==> src/rtl/core/u8u16_pkg.sv <==
// Shared types and constants for the UTF-8 to UTF-16 transcoder.
`timescale 1ns / 1ps

package u8u16_pkg;

   localparam logic [7:0]  LEAD2_MIN     = 8'hC0;
   localparam logic [7:0]  LEAD3_MIN     = 8'hE0;
   localparam logic [7:0]  LEAD4_MIN     = 8'hF0;
   localparam logic [7:0]  LEAD5_MIN     = 8'hF8;
   localparam logic [7:0]  LEAD6_MIN     = 8'hFC;
   localparam logic [5:0]  CONT_MASK     = 6'h3F;
   localparam logic [30:0] SURR_LOW      = 31'h0000_D800;
   localparam logic [30:0] SURR_HIGH     = 31'h0000_DFFF;
   localparam logic [30:0] BMP_MAX       = 31'h0000_FFFF;
   localparam logic [19:0] SUPP_BASE     = 20'h1_0000;
   localparam logic [15:0] HIGH_SURR_TAG = 16'hD800;
   localparam logic [15:0] LOW_SURR_TAG  = 16'hDC00;
   localparam logic [9:0]  HALF_MASK     = 10'h3FF;

   // Results that one byte produces, handed from the decoder to the output stage.
   typedef struct packed {
      logic        valid;
      logic        two;
      logic        eos;
      logic [15:0] unit0;
      logic [15:0] unit1;
   } dec_result_type;

endpackage

==> src/rtl/core/utf8_to_utf16_transcoder_top.sv <==
// Top level of the UTF-8 to UTF-16 transcoder: input register, decoder, output stage.
// Each byte passes from the input register through the combinational decoder into the
// output register, which takes the result only once its previous beats have been taken.
// Throughput: one byte per cycle while the receiver does not stall; a byte that completes
// a code point above 0xFFFF holds the single output register for two beats, one per surrogate half.
// Reset clears the sequence state and the valid flags of the input and output registers.
`timescale 1ns / 1ps

module utf8_to_utf16_transcoder_top
   import u8u16_pkg::*;
(
   input  logic        clock,
   input  logic        reset,
   input  logic        req_valid,
   output logic        req_stall,
   input  logic [7:0]  req_in_byte,
   output logic        rsp_valid,
   input  logic        rsp_stall,
   output logic [15:0] rsp_utf16_unit,
   output logic        rsp_last_of_run,
   output logic        rsp_end_of_string
);

   logic           a_valid_ff, a_valid_in;
   logic [7:0]     a_byte_ff;
   logic [2:0]     pending_ff, pending_in;
   logic [30:0]    partial_ff, partial_in;
   logic           b_valid_ff, b_valid_in;
   logic           b_idx_ff, b_idx_in;
   dec_result_type b_res_ff;
   dec_result_type dec_res;

   logic req_take;
   logic a_move;
   logic b_pop;
   logic b_done;
   logic b_free;

   u8u16_decode u_decode (
      .in_byte    (a_byte_ff),
      .pending    (pending_ff),
      .partial    (partial_ff),
      .pending_in (pending_in),
      .partial_in (partial_in),
      .result     (dec_res)
   );

   assign b_pop  = b_valid_ff && !rsp_stall;
   assign b_done = b_pop && (!b_res_ff.two || b_idx_ff);
   assign b_free = !b_valid_ff || b_done;
   assign a_move = a_valid_ff && b_free;

   assign req_stall = a_valid_ff && !a_move;
   assign req_take  = req_valid && !req_stall;

   assign a_valid_in = req_take || (a_valid_ff && !a_move);

   always_comb begin
      b_valid_in = b_valid_ff;
      b_idx_in   = b_idx_ff;
      if (b_pop && !b_done) begin
         b_idx_in = 1'b1;
      end
      if (b_done) begin
         b_valid_in = 1'b0;
         b_idx_in   = 1'b0;
      end
      // A byte that yields nothing only advances the sequence state.
      if (a_move && dec_res.valid) begin
         b_valid_in = 1'b1;
         b_idx_in   = 1'b0;
      end
   end

   always_ff @(posedge clock) begin
      if (reset) begin
         a_valid_ff <= 1'b0;
         b_valid_ff <= 1'b0;
         b_idx_ff   <= 1'b0;
         pending_ff <= '0;
         partial_ff <= '0;
      end else begin
         a_valid_ff <= a_valid_in;
         b_valid_ff <= b_valid_in;
         b_idx_ff   <= b_idx_in;
         if (a_move) begin
            pending_ff <= pending_in;
            partial_ff <= partial_in;
         end
      end
   end

   always_ff @(posedge clock) begin
      if (req_take) begin
         a_byte_ff <= req_in_byte;
      end
      if (a_move && dec_res.valid) begin
         b_res_ff <= dec_res;
      end
   end

   assign rsp_valid         = b_valid_ff;
   assign rsp_utf16_unit    = b_idx_ff ? b_res_ff.unit1 : b_res_ff.unit0;
   assign rsp_last_of_run   = !b_res_ff.two || b_idx_ff;
   assign rsp_end_of_string = b_res_ff.eos && b_valid_ff;

   // The second surrogate half is only ever selected for a held pair.
   assert property (@(posedge clock) disable iff (reset)
      b_idx_ff |-> (b_valid_ff && b_res_ff.two))
      else $error("second half selected without a pending pair");

   // A terminator is a single unit of value zero.
   assert property (@(posedge clock) disable iff (reset)
      (b_valid_ff && b_res_ff.eos) |-> (!b_res_ff.two && rsp_utf16_unit == 16'd0))
      else $error("end of string beat carries data");

   // The first half of a pair is followed by its second half on the next beat.
   assert property (@(posedge clock) disable iff (reset)
      (rsp_valid && !rsp_stall && !rsp_last_of_run) |=> (rsp_valid && b_idx_ff))
      else $error("low surrogate half lost");

   // The sequence state only moves when the input register hands a byte on.
   assert property (@(posedge clock) disable iff (reset)
      !a_move |=> ($stable(pending_ff) && $stable(partial_ff)))
      else $error("sequence state changed without a byte");

endmodule

==> src/rtl/core/u8u16_decode.sv <==
// Combinational byte decoder: next sequence state and the UTF-16 units it yields.
`timescale 1ns / 1ps

module u8u16_decode
   import u8u16_pkg::*;
(
   input  logic [7:0]     in_byte,
   input  logic [2:0]     pending,
   input  logic [30:0]    partial,
   output logic [2:0]     pending_in,
   output logic [30:0]    partial_in,
   output dec_result_type result
);

   logic        finish;
   logic [30:0] code;
   logic [30:0] shifted;
   logic [2:0]  count_dn;
   logic [19:0] offset;

   assign shifted  = {partial[24:0], in_byte[5:0] & CONT_MASK};
   assign count_dn = 3'(pending - 3'd1);
   assign offset   = 20'(code[19:0] - SUPP_BASE);

   always_comb begin
      pending_in = pending;
      partial_in = partial;
      finish     = 1'b0;
      code       = '0;
      if (pending == 3'd0) begin
         if (in_byte < LEAD2_MIN) begin
            finish = 1'b1;
            code   = {23'd0, in_byte};
         end else if (in_byte < LEAD3_MIN) begin
            partial_in = {26'd0, in_byte[4:0]};
            pending_in = 3'd1;
         end else if (in_byte < LEAD4_MIN) begin
            partial_in = {27'd0, in_byte[3:0]};
            pending_in = 3'd2;
         end else if (in_byte < LEAD5_MIN) begin
            partial_in = {28'd0, in_byte[2:0]};
            pending_in = 3'd3;
         end else if (in_byte < LEAD6_MIN) begin
            partial_in = {29'd0, in_byte[1:0]};
            pending_in = 3'd4;
         end else begin
            partial_in = {30'd0, in_byte[0]};
            pending_in = 3'd5;
         end
      end else begin
         pending_in = count_dn;
         if (count_dn != 3'd0) begin
            partial_in = shifted;
         end else begin
            partial_in = '0;
            finish     = 1'b1;
            code       = shifted;
         end
      end
   end

   always_comb begin
      result = '0;
      if (finish) begin
         if (code == 31'd0) begin
            result.valid = 1'b1;
            result.eos   = 1'b1;
         end else if (code >= SURR_LOW && code <= SURR_HIGH) begin
            result.valid = 1'b0;
         end else if (code > BMP_MAX) begin
            // Each half keeps ten bits, so code points past the last plane wrap.
            result.valid = 1'b1;
            result.two   = 1'b1;
            result.unit0 = HIGH_SURR_TAG | {6'd0, offset[19:10] & HALF_MASK};
            result.unit1 = LOW_SURR_TAG | {6'd0, offset[9:0] & HALF_MASK};
         end else begin
            result.valid = 1'b1;
            result.unit0 = code[15:0];
         end
      end
   end

endmodule

==> config.mk <==
export PLATFORM = sky130hd
export DESIGN_NAME = utf8_to_utf16_transcoder_top
export DESIGN_NICKNAME = d
export VERILOG_FILES = /design/src/rtl/core/u8u16_pkg.sv /design/src/rtl/core/utf8_to_utf16_transcoder_top.sv /design/src/rtl/core/u8u16_decode.sv
export SDC_FILE = /design/constraint.sdc
export NUM_CORES = 1
export LEC_CHECK = 0
export BUFFER_PORTS_ARGS = -buffer_cell sky130_fd_sc_hd__buf_4
export CAP_MARGIN = 15
export CORE_UTILIZATION = 30
export CTS_CLUSTER_SIZE = 40
export DETAILED_ROUTE_END_ITERATION = 16
export GPL_ROUTABILITY_DRIVEN = 0
export GPL_TIMING_DRIVEN = 0
export SYNTH_ARGS = -nofsm -noshare
export SYNTH_HDL_FRONTEND = slang
export SYNTH_SLANG_ARGS = --single-unit
export TNS_END_PERCENT = 50
==> constraint.sdc <==
create_clock -name clock -period 13.3 [get_ports clock]
set_clock_uncertainty 0.05 [all_clocks]
set_input_delay 3.325 -clock clock [delete_from_list [all_inputs] [get_ports clock]]
set_output_delay 3.325 -clock clock [all_outputs]
set_load 0.1 [all_outputs]
=== Word level (Yosys, flattened, before mapping) ===
Index checks and enable logic that the tools add are counted.
W data, S select, Z words.

* Latch bits: 0
* Bits in writable memories: 0
* Output and inout bits: 20
* Bits in registers: 73
* Input port bits: 12
* Logic and storage cells: 85
* ROM bits: 0
* Memories kept: 0

* Divide/modulo/power cells: 0
* Bitwise gates (word level): 2
* Multiply operators: 0
* Equality and inequality tests: 1
* Shifts and indexed selects: 0
* Add/subtract/negate cells: 2
* Order comparisons: 8
* Reduce and logical (&&, ||, !) cells: 27
* Multiplexer cells: 33

{| class="wikitable"
|+ Operator list
! operator !! count
|-
| $mux W25 || 5
|-
| $mux W32 || 2
|-
| $mux W31 || 2
|-
| $mux W16 || 3
|-
| $lt A8 B8 Y1 const B || 5
|-
| $mux W35 || 1
|-
| $ge A31 B16 Y1 const B || 1
|-
| $gt A31 B16 Y1 const B || 1
|-
| $le A31 B16 Y1 const B || 1
|-
| $logic_not A31 Y1 || 1
|-
| $sub A20 B17 Y20 const B || 1
|-
| $mux W3 || 6
|-
| $mux W1 || 12
|-
| $logic_and A1 B1 Y1 || 9
|-
| $mux W8 || 1
|-
| $reduce_or A4 Y1 || 2
|-
| $logic_not A1 Y1 || 6
|-
| $reduce_or A3 Y1 || 2
|-
| $logic_not A3 Y1 || 1
|-
| $logic_or A1 B1 Y1 || 3
|-
| $reduce_bool A3 Y1 || 1
|-
| $sub A3 B1 Y3 const B || 1
|-
| $mux W2 || 1
|-
| $ne A2 B2 Y1 const B || 1
|-
| other kinds (3) || 4
|}

=== Logic depth before layout (Yosys ltp) ===
* Word-level depth: 11
* Depth in mapped cells: 15
* Depth with buffers taken out: 12

=== Modules after synthesis ===
From an unflattened synthesis, not the netlist that was laid out.

* Cell total of the unflattened synthesis: 442
* Area total of the unflattened synthesis: 4621.9 sq um

{| class="wikitable"
|+ By module, submodules not included
! module !! seq. area each (sq um) !! cells an instance !! area each (sq um) !! instances
|-
| utf8_to_utf16_transcoder_top || 2001.9 || 229 || 3180.6 || 1
|-
| u8u16_decode || 0.0 || 213 || 1441.4 || 1
|}

=== Worst setup path after synthesis ===
No wires, ideal clock.

* Path type: input-to-output
* From: in rsp_stall
* To: out req_stall
* Cell stages on the path: 4
* Path buffers: 0
* Required time: 9.925 ns
* Arrival time: 4.259 ns
* Setup slack: 5.666 ns
* Cell sequence: o21ai_0 inv_1 nand2_1 inv_1

* Word-level cells in the longest chain between the ends: 7

{| class="wikitable"
|+ RTL lines
! element !! line !! text
|-
| start: declaration || utf8_to_utf16_transcoder_top.sv:18 || <nowiki>input logic rsp_stall,</nowiki>
|-
| $logic_not A1 Y1 || utf8_to_utf16_transcoder_top.sv:48 || <nowiki>assign b_pop = b_valid_ff && !rsp_stall;</nowiki>
|-
| $logic_and A1 B1 Y1 || utf8_to_utf16_transcoder_top.sv:48 ||
|-
| $logic_and A1 B1 Y1 || utf8_to_utf16_transcoder_top.sv:49 || <nowiki>assign b_done = b_pop && (!b_res_ff.two || b_idx_ff);</nowiki>
|-
| $logic_or A1 B1 Y1 || utf8_to_utf16_transcoder_top.sv:50 || <nowiki>assign b_free = !b_valid_ff || b_done;</nowiki>
|-
| $logic_and A1 B1 Y1 || utf8_to_utf16_transcoder_top.sv:51 || <nowiki>assign a_move = a_valid_ff && b_free;</nowiki>
|-
| $logic_not A1 Y1 || utf8_to_utf16_transcoder_top.sv:53 || <nowiki>assign req_stall = a_valid_ff && !a_move;</nowiki>
|-
| $logic_and A1 B1 Y1 || utf8_to_utf16_transcoder_top.sv:53 ||
|-
| end: declaration || utf8_to_utf16_transcoder_top.sv:15 || <nowiki>output logic req_stall,</nowiki>
|}

No other way between the ends.

=== Final worst setup path ===
Ends and elaborated chain as after synthesis.

==> results.sh <==
export IMPL_outcome="completed"
export IMPL_p_leak_nw=1.461
export IMPL_synth_xor_area_share_pct=0.5247
export IMPL_yosysUniqueCellTypes=51
export IMPL_diodes=0
export IMPL_post_cts_resized=0
export IMPL_min_period_over_period_pct=59.66
export IMPL_finalHoldViolCount=0
export IMPL_fin_nets=406
export IMPL_final_cells=534
export IMPL_cts_num_sinks=67
export IMPL_grt_total_usage_pct=15.17
export IMPL_first_global_vias=2573
export IMPL_dr_wl_met2_um=3563
export IMPL_overflow=0
export IMPL_ios=32
export IMPL_crit_arrival_ns=4.56
export IMPL_timing_slew_headroom_pct=23.14
export IMPL_cp_slowest_cell="o21ai_0"
export IMPL_syn_mean_instance_area_um2=9.676
export IMPL_yosys_area_share_simple_pct=23.35
export IMPL_cts_setup_buffers=0
export IMPL_initial_core_util_pct=30.79
export IMPL_vias_per_cell=5.099
export IMPL_port_buffers=31
export IMPL_htreeDepth=3
export IMPL_setup_violations=0
export IMPL_grt_pass1_wl_um=13260
export IMPL_dieArea_um2=11550
export IMPL_drcViolationCount=0
export IMPL_synth_top_family_by_area="simple AND/OR/NAND/NOR gates"
export IMPL_tns_ns=0
export IMPL_clock_tree_buffer_depth=2
export IMPL_synth_edf_count=36
export IMPL_crit_path_end_kind="output port"
export IMPL_syn_inst=345
export IMPL_start_kind="input pin"
export IMPL_period_minus_slack_ns=7.935
export IMPL_cts_tree="built"
export IMPL_area_growth_pct=18.25
export IMPL_highest_layer="met4"
export IMPL_path_cells="buf_4 -> o21ai_0 -> inv_1 -> nand2_1 -> inv_1 -> buf_4"
export IMPL_ir_drop_mv=0.04738
export IMPL_numCtsBuffers=9
export IMPL_tightest_slew_ns=1.142
export IMPL_power_density_nw_per_um2=115.8
export IMPL_drive_above_1_share_pct=17.77
export IMPL_seq_area_um2=1702
export IMPL_cts_clk_slew_worst_paths_ns=0.07
export IMPL_cts_hold_buf=0
export IMPL_multi_input_area_um2=1506
export IMPL_grt_start_max_net_pins=14
export IMPL_seq_area_frac_synth_pct=50.97
export IMPL_finalMaxSlewViolations=0
export IMPL_fill_cells=1150
export IMPL_async_flop_share_pct=0
export IMPL_synth_main_ff_cell="edfxtp_1"
export IMPL_yosysTopAreaCell="edfxtp_1"
export IMPL_syn_nets=362
export IMPL_clk_latency_ns=0.35
export IMPL_core_area_um2=10840
export IMPL_rsz0062_at_grt="no"
export IMPL_synth_compound_area_share_pct=14.58
export IMPL_clock_fmax_ghz=0.1260
export IMPL_die_w_um=107.5
export IMPL_clock_root_buffer="clkbuf_8"
export IMPL_final_core_util_pct=36.42
export IMPL_ys_ff_latch=67
export IMPL_dieHeight_um=107.5
export IMPL_required_ns=9.93
export IMPL_drt_iter0_markers=338
export IMPL_synthAdderAreaFrac_pct=1.874
export IMPL_maxCapViolCount=0
export IMPL_ant_nets=0
export IMPL_min_path_type="register to register"
export IMPL_p_total_mw=0.4571
export IMPL_slowest_delay_ns=0.63
export IMPL_wl_um=8186
export IMPL_synth_warnings=0
export IMPL_synth_area_leaders="edfxtp_1 (32%), dfxtp_1 (19%), nand2_1 (4.9%)"
export IMPL_synthMuxAreaShare_pct=4.648
export IMPL_synth_top_area_share_pct=32.38
export IMPL_antenna_found_initial=0
export IMPL_dp_cells=518
export IMPL_dr_wl_met3_um=648
export IMPL_syn_cell_area_um2=3338
export IMPL_dr_pass1_iters=4
export IMPL_crit_type="input pin to output port"
export IMPL_dp_hpwl_um=6061
export IMPL_rows=38
export IMPL_wl_per_cell_um=15.33
export IMPL_vias=2723
export IMPL_cp_max_fo=5
export IMPL_m1WireLength_um=3749
==> final timing paths <==
check | from | endpoint | slack, ns | cells after the start
setup / recovery | rsp_stall | req_stall | 5.37 | 6
hold / removal | partial_ff[20]$_SDFFE_PP0P_ | partial_ff[20]$_SDFFE_PP0P_ | 0.41 | 2
setup reg to reg | pending_ff[0]$_SDFFE_PP0P_ | b_res_ff[18]$_SDFFCE_PP0P_ | 8.97 | 15
hold reg to reg | partial_ff[20]$_SDFFE_PP0P_ | partial_ff[20]$_SDFFE_PP0P_ | 0.41 | 2
==> layout by cell type, fill, tap and decap left out, types with 4 or more instances in the layout <==
cell,instances
ha_1,5
or4_4,4
or4_1,4
o21ai_0,10
and2_1,10
nor4_1,4
o221a_2,4
a21oi_1,32
buf_4,31
nand2_1,44
inv_1,17
clkbuf_8,10
nor3_1,7
dfxtp_1,31
clkbuf_1,16
mux2_2,10
nand3_1,25
edfxtp_1,36
nor2b_1,7
nor2_1,25
==> state kept, by name, summed over array words and instances, names as in the netlist <==
signal and count:
b_idx_ff 1, b_res_ff 28, a_byte_ff 8, partial_ff 25
a_valid_ff 1, pending_ff 3, rsp_valid 1
==> through the flow <==
step	setup slack (ns)	hold slack [ns]	area, um2
detailed placement	5.401	0.3909	3777
global placement	5.361	0.3878	3746
finish	5.365	0.4072	3948
global route	5.299	0.4216	3948
floorplan	5.666	0.3763	3338
CTS	5.387	0.4077	3948
==> cell usage after synthesis, types with 3 or more instances <==
library cell / n
a21oi_1: 32
nor2b_1: 7
dfxtp_1: 31
nor2_1: 25
o2111ai_1: 3
or4_1: 4
a21boi_0: 3
a32oi_1: 3
nand3b_1: 3
nor3_1: 8
ha_1: 5
o21ai_0: 10
nand2b_1: 3
mux2_2: 10
nand2_1: 44
nor4_1: 4
edfxtp_1: 36
and2_1: 10
o221a_2: 4
clkbuf_1: 15
or3_1: 3
or4_4: 4
nand3_1: 25
nand4_1: 3
inv_1: 17
==> report_power, final <==
group | switching [mW] | internal [mW]
Combinational | 0.0532 | 0.0222
Clock | 0.0788 | 0.0714
Sequential | 0.00556 | 0.226
Total | 0.138 | 0.320
==> logic make-up after synthesis <==
| logic type | count (synthesis) |
|---|---|
| simple gates | 151 |
| compound gates | 73 |
| flops | 67 |
| buf+inv | 34 |
| mux | 13 |
| fa+ha+maj | 5 |
| xor+xnor | 2 |
==> per-layer routing <==
metal  vias up  track usage (%)
met3        21            4.237
met1      1254            20.05
met2       101            22.71
met5         -                0
li1       1347                -
met4         0            7.241
==> worst max-delay path: cells and delay by family <==
kind / cells / cell delay, ns
compound gates: 1 / 0.63
simple gates: 1 / 0.11
buf+inv: 4 / 0.48
==> cell type report <==
type / instances / area share [%]
Clock inverter: 5 / 0.7290
Tap cell: 140 / 4.437
Buffer: 17 / 1.807
Clock buffer: 11 / 3.582
Inverter: 17 / 1.616
Sequential cell: 67 / 43.11
Multi-Input combinational cell: 244 / 38.16
Timing Repair Buffer: 33 / 6.561
No activity file was read; power rests on OpenSTA's default activity.
